`src/rtl/irc_pkg.sv`:
```
`timescale 1ns / 1ps
// ----------------------------------------------------------------------------
// irc_pkg: shared types and constants for the integer radix converter
// Holds the digit and radix widths, the radix limits, the controller states
// and the command and status groups between controller and datapath.
// ----------------------------------------------------------------------------
package irc_pkg;

    localparam int DIGIT_W     = 4;
    localparam int RADIX_W     = 5;
    localparam int OUT_TDATA_W = 8;
    localparam int STEP_BITS   = 8;

    localparam logic [RADIX_W-1:0] RADIX_MIN   = 5'd2;
    localparam logic [RADIX_W-1:0] RADIX_MAX   = 5'd16;
    localparam logic [RADIX_W-1:0] RADIX_RESET = 5'd10;

    typedef enum logic [1:0] {
        ST_IDLE,
        ST_DIVIDE,
        ST_READ,
        ST_EMIT
    } state_t;

    typedef struct packed {
        logic load;
        logic div_step;
        logic rd_start;
        logic rd_step;
        logic out_load;
    } cmd_t;

    typedef struct packed {
        logic div_last;
        logic quot_zero;
        logic emit_last;
        logic out_free;
    } status_t;

endpackage

```
`src/rtl/integer_radix_converter_top.sv`:
```
`timescale 1ns / 1ps
// ----------------------------------------------------------------------------
// integer_radix_converter_top: integer to radix-2..16 digit stream
// Converts one unsigned integer per input word into its digits in the
// configured radix, most significant digit first, one output word per digit.
// ----------------------------------------------------------------------------
// Each digit of an input word is produced by the divider, which retires eight
// quotient bits per cycle, and is played back by one read of the digit store
// per output word. A new input word is taken as soon as the last digit sits in
// the output register. Radix values below 2 act as 2 and values above 16 act
// as 16; a zero input gives the single digit 0.
module integer_radix_converter_top #(
    parameter  int VALUE_BITS = 31,
    localparam int IN_TDATA_W = ((VALUE_BITS + 7) / 8) * 8
) (
    input  logic                              clk,
    input  logic                              rst_n,
    input  logic                              s_axis_tvalid,
    output logic                              s_axis_tready,
    input  logic [IN_TDATA_W-1:0]             s_axis_tdata,   // value
    output logic                              m_axis_tvalid,
    input  logic                              m_axis_tready,
    output logic [irc_pkg::OUT_TDATA_W-1:0]   m_axis_tdata,   // digit
    output logic                              m_axis_tlast,
    input  logic                              cfg_wr_en,
    input  logic [irc_pkg::RADIX_W-1:0]       cfg_wr_data
);

    irc_pkg::cmd_t               cmd;
    irc_pkg::status_t            st;
    logic [irc_pkg::DIGIT_W-1:0] digit;

    irc_controller u_ctrl (
        .clk      (clk),
        .rst_n    (rst_n),
        .in_valid (s_axis_tvalid),
        .in_ready (s_axis_tready),
        .st       (st),
        .cmd      (cmd)
    );

    irc_datapath #(
        .VALUE_BITS (VALUE_BITS)
    ) u_dp (
        .clk         (clk),
        .rst_n       (rst_n),
        .cmd         (cmd),
        .st          (st),
        .in_value    (s_axis_tdata[VALUE_BITS-1:0]),
        .cfg_wr_en   (cfg_wr_en),
        .cfg_wr_data (cfg_wr_data),
        .out_valid   (m_axis_tvalid),
        .out_digit   (digit),
        .out_last    (m_axis_tlast),
        .out_ready   (m_axis_tready)
    );

    assign m_axis_tdata = irc_pkg::OUT_TDATA_W'(digit);

endmodule

```
`src/rtl/irc_ram.sv`:
```
`timescale 1ns / 1ps
// ----------------------------------------------------------------------------
// irc_ram: generic single-port-write, single-port-read memory
// One write and one registered read per cycle; the read data holds until the
// next read.
// ----------------------------------------------------------------------------
module irc_ram #(
    parameter int WIDTH = 4,
    parameter int DEPTH = 31
) (
    input  logic                     clk,
    input  logic                     we,
    input  logic [$clog2(DEPTH)-1:0] waddr,
    input  logic [WIDTH-1:0]         wdata,
    input  logic                     re,
    input  logic [$clog2(DEPTH)-1:0] raddr,
    output logic [WIDTH-1:0]         rdata
);

    logic [WIDTH-1:0] mem_reg [DEPTH];
    logic [WIDTH-1:0] rdata_reg;

    always_ff @(posedge clk)
    begin
        if (we)
        begin
            mem_reg[waddr] <= wdata;
        end
        if (re)
        begin
            rdata_reg <= mem_reg[raddr];
        end
    end

    assign rdata = rdata_reg;

endmodule

```
`src/rtl/irc_datapath.sv`:
```
`timescale 1ns / 1ps
// ----------------------------------------------------------------------------
// irc_datapath: divider, digit store and output register
// Divides the running quotient by the radix eight bits a cycle, stores each
// remainder as a digit and plays the digits back most significant first.
// ----------------------------------------------------------------------------
module irc_datapath #(
    parameter int VALUE_BITS = 31
) (
    input  logic                          clk,
    input  logic                          rst_n,
    input  irc_pkg::cmd_t                 cmd,
    output irc_pkg::status_t              st,
    input  logic [VALUE_BITS-1:0]         in_value,
    input  logic                          cfg_wr_en,
    input  logic [irc_pkg::RADIX_W-1:0]   cfg_wr_data,
    output logic                          out_valid,
    output logic [irc_pkg::DIGIT_W-1:0]   out_digit,
    output logic                          out_last,
    input  logic                          out_ready
);

    localparam int DIV_CYCLES = (VALUE_BITS + irc_pkg::STEP_BITS - 1) / irc_pkg::STEP_BITS;
    localparam int DIV_BITS   = DIV_CYCLES * irc_pkg::STEP_BITS;
    localparam int DCNT_W     = (DIV_CYCLES > 1) ? $clog2(DIV_CYCLES) : 1;
    localparam int CNT_W      = $clog2(VALUE_BITS + 1);
    localparam int ADDR_W     = $clog2(VALUE_BITS);

    logic [irc_pkg::RADIX_W-1:0] radix_reg, radix_next;
    logic [DIV_BITS-1:0]         quot_reg, quot_next, quot_step;
    logic [irc_pkg::DIGIT_W-1:0] rem_reg, rem_next, rem_step;
    logic [DCNT_W-1:0]           dcnt_reg, dcnt_next;
    logic [CNT_W-1:0]            count_reg, count_next, count_dec;
    logic [ADDR_W-1:0]           rd_addr_reg, rd_addr_next;
    logic                        out_valid_reg, out_valid_next;
    logic [irc_pkg::DIGIT_W-1:0] out_digit_reg, out_digit_next;
    logic                        out_last_reg, out_last_next;
    logic                        div_last;
    logic                        ram_we;
    logic                        ram_re;
    logic [irc_pkg::DIGIT_W-1:0] ram_rdata;

    always_comb
    begin
        priority if (cfg_wr_data < irc_pkg::RADIX_MIN)
        begin
            radix_next = irc_pkg::RADIX_MIN;
        end
        else if (cfg_wr_data > irc_pkg::RADIX_MAX)
        begin
            radix_next = irc_pkg::RADIX_MAX;
        end
        else
        begin
            radix_next = cfg_wr_data;
        end
    end

    always_comb
    begin
        logic [irc_pkg::DIGIT_W:0] trial;
        logic                      ge;
        quot_step = quot_reg;
        rem_step  = rem_reg;
        for (int i = 0; i < irc_pkg::STEP_BITS; i++)
        begin
            trial = {rem_step, quot_step[DIV_BITS-1]};
            ge    = (trial >= radix_reg);
            if (ge)
            begin
                trial = trial - radix_reg;
            end
            rem_step  = trial[irc_pkg::DIGIT_W-1:0];
            quot_step = {quot_step[DIV_BITS-2:0], ge};
        end
    end

    assign div_last  = (dcnt_reg == DCNT_W'(DIV_CYCLES - 1));
    assign count_dec = count_reg - CNT_W'(1);
    assign ram_we    = cmd.div_step && div_last;
    assign ram_re    = cmd.rd_start || cmd.rd_step;

    always_comb
    begin
        quot_next    = quot_reg;
        rem_next     = rem_reg;
        dcnt_next    = dcnt_reg;
        count_next   = count_reg;
        rd_addr_next = rd_addr_reg;
        if (cmd.load)
        begin
            quot_next  = DIV_BITS'(in_value);
            rem_next   = '0;
            dcnt_next  = '0;
            count_next = '0;
        end
        else if (cmd.div_step)
        begin
            quot_next = quot_step;
            if (div_last)
            begin
                rem_next   = '0;
                dcnt_next  = '0;
                count_next = count_reg + CNT_W'(1);
            end
            else
            begin
                rem_next  = rem_step;
                dcnt_next = dcnt_reg + DCNT_W'(1);
            end
        end
        if (cmd.rd_start)
        begin
            rd_addr_next = count_dec[ADDR_W-1:0];
        end
        else if (cmd.rd_step)
        begin
            rd_addr_next = rd_addr_reg - ADDR_W'(1);
        end
    end

    always_comb
    begin
        out_valid_next = out_valid_reg;
        out_digit_next = out_digit_reg;
        out_last_next  = out_last_reg;
        if (cmd.out_load)
        begin
            out_valid_next = 1'b1;
            out_digit_next = ram_rdata;
            out_last_next  = (rd_addr_reg == '0);
        end
        else if (out_ready)
        begin
            out_valid_next = 1'b0;
        end
    end

    always_ff @(posedge clk or negedge rst_n)
    begin
        if (!rst_n)
        begin
            radix_reg     <= irc_pkg::RADIX_RESET;
            dcnt_reg      <= '0;
            count_reg     <= '0;
            rd_addr_reg   <= '0;
            out_valid_reg <= 1'b0;
        end
        else
        begin
            if (cfg_wr_en)
            begin
                radix_reg <= radix_next;
            end
            dcnt_reg      <= dcnt_next;
            count_reg     <= count_next;
            rd_addr_reg   <= rd_addr_next;
            out_valid_reg <= out_valid_next;
        end
    end

    always_ff @(posedge clk)
    begin
        quot_reg      <= quot_next;
        rem_reg       <= rem_next;
        out_digit_reg <= out_digit_next;
        out_last_reg  <= out_last_next;
    end

    irc_ram #(
        .WIDTH (irc_pkg::DIGIT_W),
        .DEPTH (VALUE_BITS)
    ) u_digit_store (
        .clk   (clk),
        .we    (ram_we),
        .waddr (count_reg[ADDR_W-1:0]),
        .wdata (rem_step),
        .re    (ram_re),
        .raddr (rd_addr_next),
        .rdata (ram_rdata)
    );

    assign st.div_last  = div_last;
    assign st.quot_zero = (quot_step == '0);
    assign st.emit_last = (rd_addr_reg == '0);
    assign st.out_free  = !out_valid_reg || out_ready;

    assign out_valid = out_valid_reg;
    assign out_digit = out_digit_reg;
    assign out_last  = out_last_reg;

endmodule

```
`src/rtl/irc_controller.sv`:
```
`timescale 1ns / 1ps
// ----------------------------------------------------------------------------
// irc_controller: sequencing state machine
// Steps through loading, division of each digit, and playback of the stored
// digits, and issues the datapath commands.
// ----------------------------------------------------------------------------
module irc_controller (
    input  logic             clk,
    input  logic             rst_n,
    input  logic             in_valid,
    output logic             in_ready,
    input  irc_pkg::status_t st,
    output irc_pkg::cmd_t    cmd
);

    irc_pkg::state_t state_reg, state_next;

    always_ff @(posedge clk or negedge rst_n)
    begin
        if (!rst_n)
        begin
            state_reg <= irc_pkg::ST_IDLE;
        end
        else
        begin
            state_reg <= state_next;
        end
    end

    always_comb
    begin
        state_next = state_reg;
        unique case (state_reg)
            irc_pkg::ST_IDLE:
            begin
                if (in_valid)
                begin
                    state_next = irc_pkg::ST_DIVIDE;
                end
            end
            irc_pkg::ST_DIVIDE:
            begin
                if (st.div_last && st.quot_zero)
                begin
                    state_next = irc_pkg::ST_READ;
                end
            end
            irc_pkg::ST_READ:
            begin
                state_next = irc_pkg::ST_EMIT;
            end
            irc_pkg::ST_EMIT:
            begin
                if (st.out_free && st.emit_last)
                begin
                    state_next = irc_pkg::ST_IDLE;
                end
            end
            default:
            begin
                state_next = irc_pkg::ST_IDLE;
            end
        endcase
    end

    always_comb
    begin
        cmd      = '0;
        in_ready = 1'b0;
        unique case (state_reg)
            irc_pkg::ST_IDLE:
            begin
                in_ready = 1'b1;
                cmd.load = in_valid;
            end
            irc_pkg::ST_DIVIDE:
            begin
                cmd.div_step = 1'b1;
            end
            irc_pkg::ST_READ:
            begin
                cmd.rd_start = 1'b1;
            end
            irc_pkg::ST_EMIT:
            begin
                cmd.out_load = st.out_free;
                cmd.rd_step  = st.out_free && !st.emit_last;
            end
            default:
            begin
                cmd = '0;
            end
        endcase
    end

endmodule

```
`config.mk`:
```
export PLATFORM = sky130hd
export DESIGN_NAME = integer_radix_converter_top
export DESIGN_NICKNAME = d
export VERILOG_FILES = /design/src/rtl/irc_pkg.sv /design/src/rtl/integer_radix_converter_top.sv /design/src/rtl/irc_ram.sv /design/src/rtl/irc_datapath.sv /design/src/rtl/irc_controller.sv
export SDC_FILE = /design/constraint.sdc
export NUM_CORES = 1
export LEC_CHECK = 0
export BUFFER_PORTS_ARGS = -buffer_cell sky130_fd_sc_hd__buf_2
export CORE_ASPECT_RATIO = 0.9
export CORE_MARGIN = 3
export CORE_UTILIZATION = 62
export DETAILED_ROUTE_END_ITERATION = 8
export PLACE_DENSITY = 0.81
export SKIP_CTS_REPAIR_TIMING = 1
export SYNTH_ARGS = -nofsm -noshare
export SYNTH_HDL_FRONTEND = slang
export SYNTH_HIERARCHICAL = 1
export SYNTH_SLANG_ARGS = --single-unit
```
`constraint.sdc`:
```
create_clock -name clk -period 14.8 [get_ports clk]
set_input_delay 1.48 -clock clk [delete_from_list [all_inputs] [get_ports clk]]
set_output_delay 1.48 -clock clk [all_outputs]
set_load 0.02 [all_outputs]
```
==> metrics.md <==
| Metric | Value |
|---|---|
| Outcome | `finished, final reports clean` |
| Post-synthesis instance area | `9890 sq um` |
| HPWL Detailed | `14.5 mm` |
| Initial antenna violation count | `0` |
| RSZ-0062 raised after global routing | `no` |
| Slowest cell on crit path | `dfstp_2` |
| Number of setup violations in the final report | `0` |
| Sequential area share after synthesis | `55.9%` |
| CP Class | `flop to flop` |
| Fin crit period | `14,000 ps` |
| Most common cell after layout, fill and taps aside | `edfxtp_1` |
| Via count | `6,477` |
| Most frequent cells in the layout | `edfxtp_1 (164), nor2_1 (67), ha_1 (49)` |
| Post-Syn Area per Cell | `13.2 sq um` |
| Max reg flops | `124` |
| Clk_skew | `12.2 ps` |
| DP Worst Slack | `915 ps` |
| Placed cells | `975` |
| Synth Warn # | `6` |
| Register area | `5530 sq um` |
| Area Overhead vs Synth | `10.1%` |
| Synth cell types | `68` |
| Ant. Diodes | `0` |
| Clock sinks | `189` |
| Row cnt | `43` |
| CTS Buffer Depth | `2` |
| Grt met2 use | `39.6%` |
| Final period utilization | `94.6%` |
| Slew @ Worst Pin | `1190 ps` |
| 1st-iter DRT viols | `748` |
| WP data arrival | `14,320 ps` |
| Worst path required time | `15,120 ps` |
| Number of nets in the layout | `891` |
| Most used flip-flop cell after synthesis | `edfxtp_1` |
| Max H-tree Level | `4` |
| First-pass iteration count of the detailed router | `9` |
| Synth Instances | `748` |
| Largest net degree at the start of global routing | `43` |
| Share of layout cells above drive strength 1 | `20.7%` |
| Vias per std cell | `6.43` |
| Fin Setup TNS | `0 ps` |
| Top-level port count | `53` |
| Routed Wire Length | `21.8 mm` |
| HP Class | `flop to flop` |
| MaxCap Viol Count | `0` |
| CP max FO | `15` |
| Hold_ws | `420 ps` |
| Number of global-route vias before repair | `6,423` |
| CTS tree | `built` |
| GP Congestion | `0.910` |
| Post-synth EDFFs | `164` |
| GR Util met1 | `36.5%` |
| DRC viols | `0` |
| Final slew viol count | `0` |
| CORE AREA | `15,500 sq um` |
| Met3 Resource Use GR | `6.61%` |
| Starting density of the core | `63.6%` |
| Area of the multi-input gates | `4090 sq um` |
| Fill cells | `1,044` |
| Fmax | `0.0714 GHz` |
| Worst Setup End Kind | `flop` |
| Root buffer cell | `clkbuf_16` |
| Slowest stage delay, CP | `590 ps` |
| Die Y | `126 microns` |
| Synthesis-stage register bit count | `189` |
| Min setup slack post-route | `799 ps` |
| Die area | `17,500 sq um` |
| Routed length per instance | `21.6 microns` |
| DRT antenna net count | `0` |
| Gr ovfl total | `0` |
| Clock buffer count from CTS | `17` |
| Final Hold Fails | `0` |
| Most Frequent Cell on Critical Path | `ha_1` |
| Layout Cells excl Fill | `1,007` |
| Gr usage total | `25.4%` |
| Post-synth ARST share | `10.6%` |
| Worst-path clk slew | `70 ps` |
| First-pass GRT wire length | `34.6 mm` |
| Worst slew margin | `20.3%` |
| Die X | `139 microns` |
| Layer carrying the most global-route usage | `met2` |
| CP Launch Type | `flop` |
| IO buf count | `47` |
| Worst-Skew Late Latency | `430 ps` |
-- Yosys cell counts, drive strengths merged (3+ instances only) --
| library cell | number | area, sq um |
|---|---|---|
| o21ai | 18 | 90.1 |
| mux2 | 42 | 484 |
| clkbuf | 16 | 60.1 |
| a22oi | 4 | 30.0 |
| o211ai | 6 | 45.0 |
| nand2 | 39 | 146 |
| and2 | 6 | 37.5 |
| fa | 8 | 160 |
| nand4 | 10 | 62.6 |
| nor4 | 7 | 43.8 |
| a21o | 7 | 52.6 |
| a21oi | 18 | 90.1 |
| a221oi | 3 | 32.5 |
| nor3 | 10 | 50.1 |
| mux4 | 19 | 428 |
| a31oi | 7 | 50.1 |
| or3 | 4 | 25.0 |
| nand3b | 11 | 82.6 |
| o31a | 5 | 43.8 |
| o31ai | 6 | 68.8 |
| dfxtp | 5 | 100 |
| edfxtp | 164 | 4920 |
| xor2 | 12 | 105 |
| inv | 41 | 154 |
| xnor2 | 11 | 96.3 |
| or3b | 3 | 26.3 |
| and4 | 3 | 26.3 |
| o21a | 11 | 82.6 |
| nor2 | 68 | 258 |
| dfrtp | 18 | 450 |
| mux2i | 36 | 360 |
| nor2b | 13 | 81.3 |
| buf | 17 | 105 |
| nand3 | 10 | 50.1 |
| ha | 49 | 613 |
| o22ai | 4 | 31.3 |
| nand2b | 7 | 43.8 |
| a22o | 3 | 26.3 |
-- layer usage --
layer | part of all wire (%) | vias to the layer above
li1 | - | 2910
met5 | 0 | -
met3 | 8.6 | 43
met4 | 2.0 | 0
met1 | 42 | 3214
met2 | 47 | 310
-- worst paths after layout --
check,startpoint,to,slack [ps],depth (start not counted)
setup / recovery,u_dp/radix_reg[1],u_ctrl/state_reg[1],800,49
hold / removal,u_dp/u_digit_store/rdata[0],u_dp/out_digit[0],420,0
setup reg to reg,u_dp/radix_reg[1],u_ctrl/state_reg[1],800,49
hold reg to reg,u_dp/u_digit_store/rdata[0],u_dp/out_digit[0],420,0
max in group asynchronous,rst_n,u_dp/radix_reg[1],13480,1
min in group asynchronous,rst_n,u_dp/out_valid,980,1
-- cell families after synthesis --
kind of cell             synth area share (%)
flip-flops                               55.9
multiplexers                             12.9
AND/OR/NAND/NOR                          10.0
XOR/XNOR                                 2.04
buffers and inverters                    3.22
AO/OA/AOI/OAI                            8.13
other                                  0.0379
adder cells (fa/ha/maj)                  7.81
-- critical path, delay by kind of cell, from the launching register on --
kind                     cells  cell delay [ps]
adder cells (fa/ha/maj)      8             2630
buffers and inverters        4              750
multiplexers                 7             2640
AO/OA/AOI/OAI               16             4600
flip-flops                   1              590
AND/OR/NAND/NOR             14             2670
-- through the flow --
stage	area (sq um)	utilization, %
after floorplan	9910	-
after global placement	10300	66.4
after detailed placement	10300	66.4
after CTS	10900	70.0
after global routing	10900	70.0
final	10900	70.0
-- layout make-up --
type	count	area share, %
Tap cell	202	2.32
Sequential cell	189	50.8
Clock buffer	18	3.94
Clock inverter	14	1.29
Inverter	41	1.41
Multi-Input combinational cell	488	37.6
Timing Repair Buffer	55	2.71
Power is not shown: default switching activity piles up to over one toggle a cycle in this logic, so the estimate is an artifact.
